### src/sv/cbp_pkg.sv
`timescale 1ns / 1ps
// ----------------------------------------------------------------------------
// cbp_pkg
// Shared constants, codes and control structs of the collision bitmap probe.
// ----------------------------------------------------------------------------
package cbp_pkg;

  // Map store dimensions
  localparam int MAX_WIDTH  = 512;
  localparam int MAX_HEIGHT = 512;
  localparam int MAP_BITS   = MAX_WIDTH * MAX_HEIGHT;
  localparam int MAP_AW     = $clog2(MAP_BITS);
  localparam int MAX_DIM    = (MAX_WIDTH > MAX_HEIGHT) ? MAX_WIDTH : MAX_HEIGHT;
  localparam int DIM_W      = $clog2(MAX_DIM + 1);
  // probe coordinates reach box position + box size + 1 = 1535
  localparam int COORD_W    = (DIM_W > 11) ? DIM_W : 11;

  // Port field widths
  localparam int CMD_W      = 2;
  localparam int INDEX_W    = 18;
  localparam int PIXEL_W    = 32;
  localparam int POS_W      = 9;
  localparam int SIZE_W     = 10;
  localparam int DIMREG_W   = 10;
  localparam int CFG_IDX_W  = 2;
  localparam int CFG_DATA_W = 32;

  typedef enum logic [CMD_W-1:0] {
    CMD_LOAD   = 2'd0,
    CMD_GROUND = 2'd1,
    CMD_WALL   = 2'd2
  } cbp_command_t;

  typedef enum logic [CFG_IDX_W-1:0] {
    REG_MAP_WIDTH  = 2'd0,
    REG_MAP_HEIGHT = 2'd1,
    REG_COLOR_KEY  = 2'd2
  } cbp_reg_t;

  // controller -> datapath
  typedef struct packed {
    logic load_we;
    logic capture;
    logic setup;
    logic step;
    logic push;
  } cbp_cmd_t;

  // datapath -> controller
  typedef struct packed {
    logic count_zero;
    logic count_one;
  } cbp_status_t;

  // map dimension register saturated to the store size
  function automatic logic [COORD_W-1:0] sat_dim(input logic [DIMREG_W-1:0] v,
                                                 input int max_dim);
    logic [COORD_W-1:0] lim;
    lim = COORD_W'(max_dim);
    if (COORD_W'(v) > lim) begin
      return lim;
    end
    return COORD_W'(v);
  endfunction

endpackage

### src/sv/cbp_ctrl.sv
`timescale 1ns / 1ps
// ----------------------------------------------------------------------------
// cbp_ctrl
// Sequencer for loads and edge probes, plus the result handshake.
// ----------------------------------------------------------------------------
module cbp_ctrl
  import cbp_pkg::*;
(
  input  logic             clk,
  input  logic             rst,
  input  logic             in_valid,
  output logic             in_stall,
  input  logic [CMD_W-1:0] command,
  output logic             out_valid,
  input  logic             out_stall,
  output cbp_cmd_t         cmd,
  input  cbp_status_t      status
);

  typedef enum logic [4:0] {
    ST_IDLE  = 5'b00001,
    ST_SETUP = 5'b00010,
    ST_SCAN  = 5'b00100,
    ST_DRAIN = 5'b01000,
    ST_DONE  = 5'b10000
  } state_t;

  state_t state, state_next;
  logic   accept;
  logic   out_free;

  assign in_stall = (state != ST_IDLE);
  assign accept   = in_valid && !in_stall;
  assign out_free = !out_valid || !out_stall;

  always_comb begin
    state_next = state;
    cmd        = '0;
    unique case (state)
      ST_IDLE: begin
        if (accept) begin
          if (command == CMD_LOAD) begin
            cmd.load_we = 1'b1;
          end else if (command == CMD_GROUND || command == CMD_WALL) begin
            cmd.capture = 1'b1;
            state_next  = ST_SETUP;
          end
        end
      end
      ST_SETUP: begin
        cmd.setup  = 1'b1;
        state_next = status.count_zero ? ST_DONE : ST_SCAN;
      end
      ST_SCAN: begin
        cmd.step = 1'b1;
        if (status.count_one) begin
          state_next = ST_DRAIN;
        end
      end
      ST_DRAIN: begin
        // last read data lands in the accumulator this cycle
        state_next = ST_DONE;
      end
      ST_DONE: begin
        if (out_free) begin
          cmd.push   = 1'b1;
          state_next = ST_IDLE;
        end
      end
      default: begin
        state_next = ST_IDLE;
      end
    endcase
  end

  always_ff @(posedge clk) begin
    if (rst) begin
      state     <= ST_IDLE;
      out_valid <= 1'b0;
    end else begin
      state <= state_next;
      if (cmd.push) begin
        out_valid <= 1'b1;
      end else if (!out_stall) begin
        out_valid <= 1'b0;
      end
    end
  end

endmodule

### config.mk
export PLATFORM = sky130hd
export DESIGN_NAME = cbp_ctrl
export DESIGN_NICKNAME = d
export VERILOG_FILES = /design/src/sv/cbp_pkg.sv /design/src/sv/cbp_ctrl.sv
export SDC_FILE = /design/constraint.sdc
export NUM_CORES = 1
export LEC_CHECK = 0
export BUFFER_PORTS_ARGS = -buffer_cell sky130_fd_sc_hd__clkbuf_2
export CORE_MARGIN = 2
export CORE_UTILIZATION = 30
export DETAILED_ROUTE_END_ITERATION = 8
export GPL_ROUTABILITY_DRIVEN = 0
export PLACE_DENSITY = 0.49
export SETUP_SLACK_MARGIN = 0.05
export SLEW_MARGIN = 20
export SYNTH_ARGS = -nofsm -noshare
export SYNTH_HDL_FRONTEND = slang
export SYNTH_SLANG_ARGS = --single-unit
### constraint.sdc
create_clock -name clk -period 4 [get_ports clk]
set_clock_uncertainty 0.2 [all_clocks]
set_input_delay 0.2 -clock clk [delete_from_list [all_inputs] [get_ports clk]]
set_output_delay 0.2 -clock clk [all_outputs]
set_load 0.02 [all_outputs]
==> out/results.tsv <==
metric	value	unit
power.internal	0.0001116	W
fillers	157	
yosys.area.top_type_share	0.2667	
rsz0062_at_grt	false	
diodes	0	
clock-root-buffer	clkbuf_4	
start_util	0.3336	
cts_setup_buffers	0	
die_w	42.75	um
powerDensity	291.9	mW/mm^2
postSynthCellCount	55	
ant_nets	0	
synth_top_family_by_area	simple AND/OR/NAND/NOR gates	
slowest_delay	0.39	ns
cp.arrival	1.49	ns
worstSkewPairLatency	0.24	ns
track_usage	0.1228	
die_area	0.001828	sq mm
synthSimpleGateAreaFrac	0.4361	
min_path_type	in2reg	
maxSlewHeadroom	0.7569	
drt-total-wl	1.005	mm
synthXorXnorAreaFrac	0.01944	
syn_to_final_growth	18.89	%
antenna_found_initial	0	
ys.flop_type	dfxtp_1	
numCtsBuffers	3	
numPortBuffers	14	
syn_nets	64	
vias_per_cell	5.096	
die_h	42.75	um
crit_fanout	9	
startpoint_type	register	
cts_max_level	1	
placedCellCount	80	
worstSetupEndpointType	output pin	
switching_share	0.2863	
muxShareOfSynthArea	0	
finalSetupTns	0	ns
grt_max_degree	12	
synth_fa_ha_area_frac	0.02778	
post_drt_wl_per_cell	12.11	um
avgSynthCellArea	8.190	sq um
power_frac_clock	0.357	
vias	423	
nets	79	
dr.pass1.iters	2	
crit_type	reg2out	
synth_area_leaders	dfxtp_1 27%, nor4_2 5.6%, nor2_1 5.0%	
synth_seq_cells	6	
cts_buffer_depth	2	
instances_no_fill	83	
setup_violations	0	
cap_violations	0	
grt_pass1_wl	1.662	mm
leakage	0.2416	nW
synth_cell_types	32	
layout_min_cycle_time	1.887	ns
seqPwrFrac	0.431	
yosys-top-cells-count	6 x dfxtp_1, 6 x nor2_1, 3 x a21oi_1, 3 x buf_2, 3 x inv_1	
drive_gt1_frac	0.3824	
async_flop_share	0	
synth_compound_area_frac	0.1583	
dp_hpwl	762	um
synth_edf_count	0	
drt_iter0_markers	8	
cp_cell_sequence	nor4_2 -> and2_2 -> and3_2 -> clkbuf_2	
pwr-share-comb	0.213	
tightest_slew	0.3641	ns
maxSlewViolCount	0	
ys_warn_count	0	
ys_seq_area_frac	0.2667	
p_sw	0.00004476	W
cts_resized	0	
clkTransAtPathRegs	0.05	ns
fp-row-count	13	
slowest_stage	dfxtp_1	
grt.overflow.total	0	
cts_hold_buf	0	
status	completed	
tritoncts	yes	
yosys.area.top_type	dfxtp_1	
layout_worst_path_cycle_share	0.4718	
cp_data_required_time	3.60	ns
timing.fmax	529.9	MHz
finalHoldViolations	0	
ir_worst_vdd	0.1735	mV
boundaryPins	15	
netlist_area	450.4	sq um
cts.sinks	6	
grt_pass1_vias	363	
fp.coreArea	0.001350	sq mm
drc	0	
registers in the layout (all words and copies together), names as in the netlist:
name / cells
state: 5
out_valid: 1
power by group through the flow:
stage          combinational [W]  sequential (W)   clock, W
2_1_floorplan          0.0000280       0.0000633          0
3_3_place_gp           0.0000339       0.0000685          0
3_5_place_dp           0.0000335       0.0000684          0
4_1_cts                0.0000337       0.0000672  0.0000584
5_1_grt                0.0000365       0.0000682  0.0000637
6_report               0.0000333       0.0000673  0.0000558
layout by cell type, fill, tap and decap left out:
cell type,instances
nand4_1,1
a21o_1,1
and4_1,1
clkbuf_2,14
dfxtp_1,6
nor2_1,6
a41oi_1,1
nand3_1,1
nor4b_1,2
a211oi_1,1
clkbuf_4,3
xor2_1,1
ha_1,1
nor2b_1,2
nor4_2,2
and2_2,1
or3b_1,1
a211o_1,1
nand4b_1,1
nand3b_1,1
inv_1,3
inv_2,1
nand2_1,2
and3_1,2
a21oi_1,3
o21ai_0,1
and3b_2,1
and3_2,2
nor3_1,2
a32o_1,1
a21oi_2,1
or3_4,1
final timing paths:
| path | startpoint | endpoint | slack (ns) | cells past startpoint |
|---|---|---|---|---|
| setup / recovery | state[3]$_SDFFE_PP0P_ | cmd[3] | 2.11 | 4 |
| hold reg to reg | out_valid$_SDFFE_PP0P_ | out_valid$_SDFFE_PP0P_ | 0.32 | 2 |
| setup reg to reg | state[2]$_SDFFE_PP0P_ | state[3]$_SDFFE_PP0P_ | 2.37 | 3 |
| hold / removal | rst | state[4]$_SDFFE_PP0P_ | 0.04 | 2 |
cell type report:
class / count / area, sq um / share of cell area
clock buffers: 3 / 22.52 / 0.04206
inverters: 4 / 15.01 / 0.02804
multi-input cells: 41 / 289.0 / 0.5397
flip-flops and latches: 6 / 120.1 / 0.2243
well taps: 15 / 18.77 / 0.03505
repair buffers: 14 / 70.07 / 0.1308
per-stage QoR:
step / area [sq um] / hold WS, ns / total power (W) / utilization / setup slack (ns)
3_3_place_gp: 513.0 / 0.2919 / 0.0001024 / 0.3800 / 2.374
6_report: 535.5 / 0.03813 / 0.0001563 / 0.3967 / 2.113
2_1_floorplan: 450.4 / 0.06907 / 0.00009125 / - / 2.511
4_1_cts: 535.5 / 0.03665 / 0.0001594 / 0.3967 / 2.118
3_5_place_dp: 513.0 / 0.2946 / 0.0001019 / 0.3800 / 2.387
5_1_grt: 535.5 / 0.04095 / 0.0001685 / 0.3967 / 2.001
kinds of logic after synthesis:
group	after synthesis
buffers and inverters	8
and+or+nand+nor	29
xor gates and xnor gates	1
adders and majority gates	1
DFF	6
AOI/OAI and AO/OA	10
worst max-delay path, delay by kind of cell, from the launching register on:
family | cells | cell delay (ns)
flops | 1 | 0.39
simple gates | 3 | 0.69
buf+inv | 1 | 0.16
metal layers:
| metal | vias to the layer above | part of all wire | GRT usage |
|---|---|---|---|
| li1 | 225 | - | - |
| met1 | 190 | 0.48 | 0.1628 |
| met2 | 8 | 0.45 | 0.1697 |
| met3 | 0 | 0.068 | 0.07660 |
| met4 | 0 | 0 | 0.01875 |
| met5 | - | 0 | 0 |
Power figures use the tool's default switching activity.
